`config.mk`:
```
export PLATFORM = sky130hd
export DESIGN_NAME = dedup_ring_queue_with_sum_unit
export DESIGN_NICKNAME = d
export VERILOG_FILES = /design/src/drq_pkg.sv /design/src/drq_ctrl.sv /design/src/drq_datapath.sv /design/src/dedup_ring_queue_with_sum_unit.sv
export SDC_FILE = /design/constraint.sdc
export NUM_CORES = 1
export LEC_CHECK = 0
export BUFFER_PORTS_ARGS = -buffer_cell sky130_fd_sc_hd__buf_2
export CORE_ASPECT_RATIO = 0.9
export CORE_MARGIN = 4
export CORE_UTILIZATION = 61
export DETAILED_ROUTE_END_ITERATION = 10
export PLACE_DENSITY = 0.76
export SLEW_MARGIN = 30
export SYNTH_ARGS = -nofsm -noshare
export SYNTH_HDL_FRONTEND = slang
export SYNTH_SLANG_ARGS = --single-unit
```
`constraint.sdc`:
```
create_clock -name clk -period 7.8 [get_ports clk]
set_clock_uncertainty 0.15 [all_clocks]
set_input_delay 1.56 -clock clk [delete_from_list [all_inputs] [get_ports clk]]
set_output_delay 1.56 -clock clk [all_outputs]
set_load 0.005 [all_outputs]
```
`src/drq_pkg.sv`:
```
`default_nettype none

package drq_pkg;

    localparam int DEPTH = 8;
    localparam int IDX_W = $clog2(DEPTH);
    localparam int CNT_W = $clog2(DEPTH);
    localparam int KEY_W = 8;
    localparam int VAL_W = 32;
    localparam int OCC_W = 6;

    typedef enum logic [1:0] {
        ACT_PUSH = 2'd0,
        ACT_SUM  = 2'd1,
        ACT_PEEK = 2'd2,
        ACT_POP  = 2'd3
    } action_t;

    typedef enum logic [1:0] {
        ST_DONE  = 2'd0,
        ST_FULL  = 2'd1,
        ST_DUP   = 2'd2,
        ST_EMPTY = 2'd3
    } status_t;

    typedef enum logic [1:0] {
        S_IDLE   = 2'd0,
        S_WALK   = 2'd1,
        S_FINISH = 2'd2
    } state_t;

    typedef struct packed {
        action_t                   action;
        logic [KEY_W-1:0]          entry_key;
        logic signed [VAL_W-1:0]   entry_value;
    } req_t;

    typedef struct packed {
        status_t                   status;
        logic [KEY_W-1:0]          result_key;
        logic signed [VAL_W-1:0]   result_value;
        logic [OCC_W-1:0]          occupancy;
    } rsp_t;

    // controller to datapath
    typedef struct packed {
        logic load;
        logic walk;
        logic finish;
    } cmd_t;

    // datapath to controller
    typedef struct packed {
        logic walk_done;
    } stat_t;

endpackage

`default_nettype wire

```
`src/drq_ctrl.sv`:
```
`default_nettype none

module drq_ctrl (
    input  wire logic          clk,
    input  wire logic          rst_n,
    input  wire logic          start,
    input  wire drq_pkg::stat_t stat,
    output drq_pkg::cmd_t      cmd,
    output logic               busy
);

    drq_pkg::state_t state_reg;
    drq_pkg::state_t state_next;

    always_ff @(posedge clk or negedge rst_n)
    begin
        if (!rst_n)
        begin
            state_reg <= drq_pkg::S_IDLE;
        end
        else
        begin
            state_reg <= state_next;
        end
    end

    always_comb
    begin
        state_next = state_reg;
        cmd        = '0;
        busy       = 1'b1;
        unique case (state_reg)
            drq_pkg::S_IDLE:
            begin
                busy = 1'b0;
                if (start)
                begin
                    cmd.load   = 1'b1;
                    state_next = drq_pkg::S_WALK;
                end
            end
            drq_pkg::S_WALK:
            begin
                cmd.walk = 1'b1;
                if (stat.walk_done)
                begin
                    state_next = drq_pkg::S_FINISH;
                end
            end
            drq_pkg::S_FINISH:
            begin
                cmd.finish = 1'b1;
                state_next = drq_pkg::S_IDLE;
            end
            default:
            begin
                state_next = drq_pkg::S_IDLE;
            end
        endcase
    end

endmodule

`default_nettype wire

```
`src/drq_datapath.sv`:
```
`default_nettype none

module drq_datapath (
    input  wire logic          clk,
    input  wire logic          rst_n,
    input  wire drq_pkg::req_t request,
    input  wire drq_pkg::cmd_t cmd,
    output drq_pkg::stat_t     stat,
    output logic               done,
    output drq_pkg::rsp_t      result
);

    localparam int IW = drq_pkg::IDX_W;
    localparam int CW = drq_pkg::CNT_W;

    function automatic logic [IW-1:0] ring_next(input logic [IW-1:0] i);
        return (i == IW'(drq_pkg::DEPTH - 1)) ? '0 : i + 1'b1;
    endfunction

    function automatic logic [CW-1:0] ring_count(input logic [IW-1:0] h,
                                                 input logic [IW-1:0] t);
        logic [IW:0] d;
        d = {1'b0, t} - {1'b0, h};
        if (t < h)
        begin
            d = d + (IW+1)'(drq_pkg::DEPTH);
        end
        return CW'(d);
    endfunction

    // entry storage
    logic [drq_pkg::KEY_W-1:0] key_mem [drq_pkg::DEPTH];
    logic [drq_pkg::VAL_W-1:0] val_mem [drq_pkg::DEPTH];

    logic [IW-1:0]             head_reg, head_next;
    logic [IW-1:0]             tail_reg, tail_next;
    drq_pkg::req_t             op_reg, op_next;
    logic [IW-1:0]             walk_idx_reg, walk_idx_next;
    logic [CW-1:0]             issue_left_reg, issue_left_next;
    logic                      rd_valid_reg, rd_valid_next;
    logic [drq_pkg::KEY_W-1:0] rd_key_reg;
    logic [drq_pkg::VAL_W-1:0] rd_val_reg;
    logic [drq_pkg::KEY_W-1:0] key_cap_reg, key_cap_next;
    logic                      found_reg, found_next;
    logic [drq_pkg::VAL_W-1:0] acc_reg, acc_next;
    logic                      done_reg, done_next;
    drq_pkg::rsp_t             rsp_reg, rsp_next;

    logic [CW-1:0]             count;
    logic                      is_empty;
    logic                      is_full;
    logic                      push_ok;

    assign count    = ring_count(head_reg, tail_reg);
    assign is_empty = (head_reg == tail_reg);
    assign is_full  = (ring_next(tail_reg) == head_reg);
    assign push_ok  = cmd.finish && (op_reg.action == drq_pkg::ACT_PUSH)
                      && !found_reg && !is_full;

    assign stat.walk_done = (issue_left_reg == '0) && !rd_valid_reg;

    always_comb
    begin
        head_next       = head_reg;
        tail_next       = tail_reg;
        op_next         = op_reg;
        walk_idx_next   = walk_idx_reg;
        issue_left_next = issue_left_reg;
        rd_valid_next   = 1'b0;
        key_cap_next    = key_cap_reg;
        found_next      = found_reg;
        acc_next        = acc_reg;
        done_next       = cmd.finish;
        rsp_next        = rsp_reg;

        if (cmd.load)
        begin
            op_next       = request;
            walk_idx_next = head_reg;
            found_next    = 1'b0;
            acc_next      = '0;
            case (request.action) inside
                drq_pkg::ACT_PUSH, drq_pkg::ACT_SUM: issue_left_next = count;
                default: issue_left_next = is_empty ? '0 : CW'(1);
            endcase
        end

        if (cmd.walk)
        begin
            // issue one read a cycle, process the one issued last cycle
            if (issue_left_reg != '0)
            begin
                walk_idx_next   = ring_next(walk_idx_reg);
                issue_left_next = issue_left_reg - 1'b1;
                rd_valid_next   = 1'b1;
            end
            if (rd_valid_reg)
            begin
                found_next   = found_reg || (rd_key_reg == op_reg.entry_key);
                acc_next     = acc_reg + rd_val_reg;
                key_cap_next = rd_key_reg;
            end
        end

        if (cmd.finish)
        begin
            rsp_next.status       = drq_pkg::ST_DONE;
            rsp_next.result_key   = '0;
            rsp_next.result_value = '0;
            case (op_reg.action)
                drq_pkg::ACT_PUSH:
                begin
                    if (found_reg)
                    begin
                        rsp_next.status = drq_pkg::ST_DUP;
                    end
                    else if (is_full)
                    begin
                        rsp_next.status = drq_pkg::ST_FULL;
                    end
                    else
                    begin
                        tail_next = ring_next(tail_reg);
                    end
                end
                drq_pkg::ACT_SUM:
                begin
                    rsp_next.result_value = acc_reg;
                end
                default:
                begin
                    if (is_empty)
                    begin
                        rsp_next.status = drq_pkg::ST_EMPTY;
                    end
                    else
                    begin
                        rsp_next.result_key   = key_cap_reg;
                        rsp_next.result_value = acc_reg;
                        if (op_reg.action == drq_pkg::ACT_POP)
                        begin
                            head_next = ring_next(head_reg);
                        end
                    end
                end
            endcase
            rsp_next.occupancy = drq_pkg::OCC_W'(ring_count(head_next, tail_next));
        end
    end

    always_ff @(posedge clk or negedge rst_n)
    begin
        if (!rst_n)
        begin
            head_reg       <= '0;
            tail_reg       <= '0;
            issue_left_reg <= '0;
            rd_valid_reg   <= 1'b0;
            done_reg       <= 1'b0;
        end
        else
        begin
            head_reg       <= head_next;
            tail_reg       <= tail_next;
            issue_left_reg <= issue_left_next;
            rd_valid_reg   <= rd_valid_next;
            done_reg       <= done_next;
        end
    end

    always_ff @(posedge clk)
    begin
        op_reg       <= op_next;
        walk_idx_reg <= walk_idx_next;
        key_cap_reg  <= key_cap_next;
        found_reg    <= found_next;
        acc_reg      <= acc_next;
        rsp_reg      <= rsp_next;
    end

    always_ff @(posedge clk)
    begin
        if (push_ok)
        begin
            key_mem[tail_reg] <= op_reg.entry_key;
            val_mem[tail_reg] <= op_reg.entry_value;
        end
        rd_key_reg <= key_mem[walk_idx_reg];
        rd_val_reg <= val_mem[walk_idx_reg];
    end

    assign done   = done_reg;
    assign result = rsp_reg;

endmodule

`default_nettype wire

```
`src/dedup_ring_queue_with_sum_unit.sv`:
```
`default_nettype none

// Ring queue of key/value entries with duplicate-key rejection and a value sum.
// Request channel: drive request (action, entry_key, entry_value) and raise start;
// the transaction is taken at a clock edge where start is high and busy is low.
// Busy stays high from the cycle after acceptance until the result is out.
// Result channel: done pulses for one cycle with result (status, result_key,
// result_value, occupancy); the receiver must take it then, it cannot stall.
// The walk covers every held entry for push and sum, and one entry for peek or
// pop on a non-empty queue; no stored entry is walked otherwise. The walk reads
// one entry a cycle from the single read port of the entry memory, and a full
// queue holds DEPTH-1 entries. A new transaction may be started in the same
// cycle that done is shown.
// Reset empties the queue (head and tail pointers cleared) and returns the
// controller to idle; the entry memory is not cleared and needs no sweep.
module dedup_ring_queue_with_sum_unit (
    input  wire logic          clk,
    input  wire logic          rst_n,
    input  wire logic          start,
    input  wire drq_pkg::req_t request,
    output logic               busy,
    output logic               done,
    output drq_pkg::rsp_t      result
);

    drq_pkg::cmd_t  cmd;
    drq_pkg::stat_t stat;

    drq_ctrl u_ctrl (
        .clk   (clk),
        .rst_n (rst_n),
        .start (start),
        .stat  (stat),
        .cmd   (cmd),
        .busy  (busy)
    );

    drq_datapath u_dp (
        .clk     (clk),
        .rst_n   (rst_n),
        .request (request),
        .cmd     (cmd),
        .stat    (stat),
        .done    (done),
        .result  (result)
    );

endmodule

`default_nettype wire

```
==> run_results.csv <==
group,metric,value,unit
sta,hold_viol,0,
pwr,p_clk_share,25.6,%
sta,period_share,47.39,%
cts,clockBufferDepth,3,
sta,fmax,270.6,MHz
pwr,power.share.switching,31.97,%
sta,drv_slew,0,
sta,tightestPinTransition,0.8597,ns
detailed_routing,initialDrtViolationCount,781,
grt,grt_pass1_wl,60.20,mm
cts,post_cts_buffers,0,
worst_hold_path,hold_depth,1,
placement,port_buffers,91,
floorplanning,coreArea,0.03212,mm2
pwr,power,8.717,mW
worst_hold_path,min-delay-path-class,"reg2reg",
detailed_routing,via_per_inst,6.013,
grt,overflow,0,
logic_synthesis,synth_top_cell_area_share,62.44,%
floorplanning,fp.dieH,179.6,um
logic_synthesis,syn-mean-instance-area,17.51,um2
critical_path,crit_start,"u_dp.tail_reg[1]",
pwr,leakage,7.884,nW
pwr,switching_power,2.787,mW
logic_synthesis,netlist_top_cells_area,"edfxtp_1 62%, mux4_2 9.0%, dfxtp_1 7.6%",
grt,antenna_found_initial,0,
cts,path_clk_slew,0.06,ns
floorplanning,fp.dieArea,0.03568,mm2
sta,period_needed,3.696,ns
pwr,p_per_area,388.0,mW/mm2
critical_path,worstSetupPathType,"reg2reg",
floorplanning,ios,95,
critical_path,cp_max_fo,24,
outcome,status,"complete, no violations",
job,cap_violations,0,
cells_and_area,antenna_cells,0,
logic_synthesis,synth_area_leader_cell,"edfxtp_1",
logic_synthesis,netlist_area,0.01996,mm2
pwr,ir_drop,0.2051,mV
floorplanning,rows,62,
sta,whs,0.2800,ns
cells_and_area,largest_reg_flops,256,
logic_synthesis,syn_inst,1140,
grt,grt_max_degree,55,
critical_path,end_kind,"register",
cts,numCtsBuffers,48,
logic_synthesis,synthFlopType,"edfxtp_1",
pwr,p_comb_share,32.2,%
cts,cts_tree,"done",
sta,maxSlewHeadroom,42.69,%
floorplanning,start_util,62.15,%
cells_and_area,area_delta_synth_final,12.56,%
logic_synthesis,yosys_warnings,0,
grt,grt_use_total,21.92,%
cts,clock-sinks,504,
cells_and_area,utilization,69.95,%
detailed_routing,drtPass1Iterations,5,
logic_synthesis,yosysMostFrequentCell,"edfxtp_1",
logic_synthesis,ys_seq_elements,504,
cells_and_area,drive_above_1_share,26.12,%
sta,rsz0062_at_grt,"no",
detailed_routing,postRouteAntennaNets,0,
worst_hold_path,min-delay-start,"u_dp.rd_valid_reg",
cts,cts_resized,0,
critical_path,cp.required,7.86,ns
placement,place_congestion,0.9275,
logic_synthesis,synthArstFlopShare,2.579,%
pwr,intPower,5.930,mW
cts,root_buffer,"clkbuf_16",
logic_synthesis,synth_cell_types,66,
cts,cts_max_level,2,
logic_synthesis,synth_common_cells,"415 x edfxtp_1, 80 x mux4_2, 76 x dfxtp_1",
cells_and_area,fin_nets,1344,
cells_and_area,regMostFlops,"u_dp.val_mem",
floorplanning,die_w,198.7,um
grt,grt_pass1_vias,10360,
logic_synthesis,synth-edff-count,415,
detailed_routing,avgRoutedWirePerCell,22.64,um
placement,hpwl,23.36,mm
cts,holdBufCountCts,0,
critical_path,crit-reg2reg-launch,"u_dp.tail_reg[1]",
pwr,p_seq_share,42.2,%
sta,setup_viol,0,
detailed_routing,postRouteWirelength,38.72,mm
sta,final.setup.tns,0,ns
logic_synthesis,yosysSeqAreaShare,71.69,%
critical_path,cp-start-kind,"register",
cts,clk_latency,0.57,ns
detailed_routing,route.vias.total,10280,
critical_path,arrival,3.75,ns
detailed_routing,route.detailed.drc,0,
critical_path,r2r_cells,9,
-- layer usage --
metal  share of wire (%)  track usage [%]  vias up
met1                  43            32.09     5202
met5                   0                0        -
li1                    -                -     4682
met3                 6.3            3.725       68
met4                 2.2            5.607        0
met2                  48            35.12      330
-- metrics by stage --
stage / setup slack, ns / cells / cell area (um2)
3_3_place_gp: 4.174 / 1620 / 20940
5_1_grt: 3.860 / 1710 / 22470
4_1_cts: 4.087 / 1710 / 22460
3_5_place_dp: 4.089 / 1620 / 20940
2_1_floorplan: 1.337 / 1142 / 19970
6_report: 4.104 / 1710 / 22470
-- critical path, stage by stage, from the launching register on --
cell	delay [ns]
dfrtp_1	0.52
ha_1	0.26
ha_1	0.18
nor2_1	0.20
xnor2_1	0.09
nand3_1	0.10
and3b_1	0.29
nand3_1	0.35
nor2_4	0.65
buf_4	0.53
-- power groups by stage --
stage	Combinational (mW)	Sequential, mW	Clock (mW)
5_1_grt	3.09	3.73	2.39
3_3_place_gp	2.74	3.72	0
3_5_place_dp	2.78	3.73	0
4_1_cts	2.81	3.68	2.27
6_report	2.81	3.68	2.23
2_1_floorplan	2.28	3.55	0
-- worst paths after layout --
check | slack (ns) | to
min in group asynchronous | 0.75 | u_dp.head_reg[0]
max in group asynchronous | 6.48 | u_dp.rd_valid_reg
worst max register to register | 4.10 | u_dp.key_mem[3][5]
worst min register to register | 0.28 | u_ctrl.state_reg[1]
worst min-delay path | 0.28 | u_ctrl.state_reg[1]
worst max-delay path | 4.10 | u_dp.key_mem[3][5]
-- cells in the final DEF, fill, tap and decap left out, types with 12 or more instances in the layout --
master     count
a21oi_1       31
edfxtp_1     415
clkbuf_1      14
o21ai_1       13
dfxtp_1       73
xnor2_1       26
inv_1         19
mux4_2        80
a21o_1        20
mux2_2        46
and2_1        41
xor2_1        15
dfrtp_1       13
buf_4         20
a31oi_1       12
o21ai_0       40
nor2_1        17
nand2_1       62
clkbuf_16     50
buf_2         91
ha_1          42
-- cells by family after synthesis --
kind of cell / share of synthesized area, %
AND/OR/NAND/NOR: 4.539
flip-flops: 71.69
multiplexers: 11.97
other: 0.01879
AO/OA/AOI/OAI: 5.517
buffers and inverters: 1.530
adder cells (fa/ha/maj): 2.934
XOR/XNOR: 1.799
-- cell type report --
cell class / instances / area (um2)
Clock buffer: 67 / 1345
Clock inverter: 23 / 180.2
Fill cell: 2079 / 9649
Inverter: 21 / 78.83
Multi-Input combinational cell: 567 / 5408
Sequential cell: 504 / 14320
Tap cell: 416 / 520.5
Timing Repair Buffer: 112 / 616.8
(Power assumes the default switching activity.)
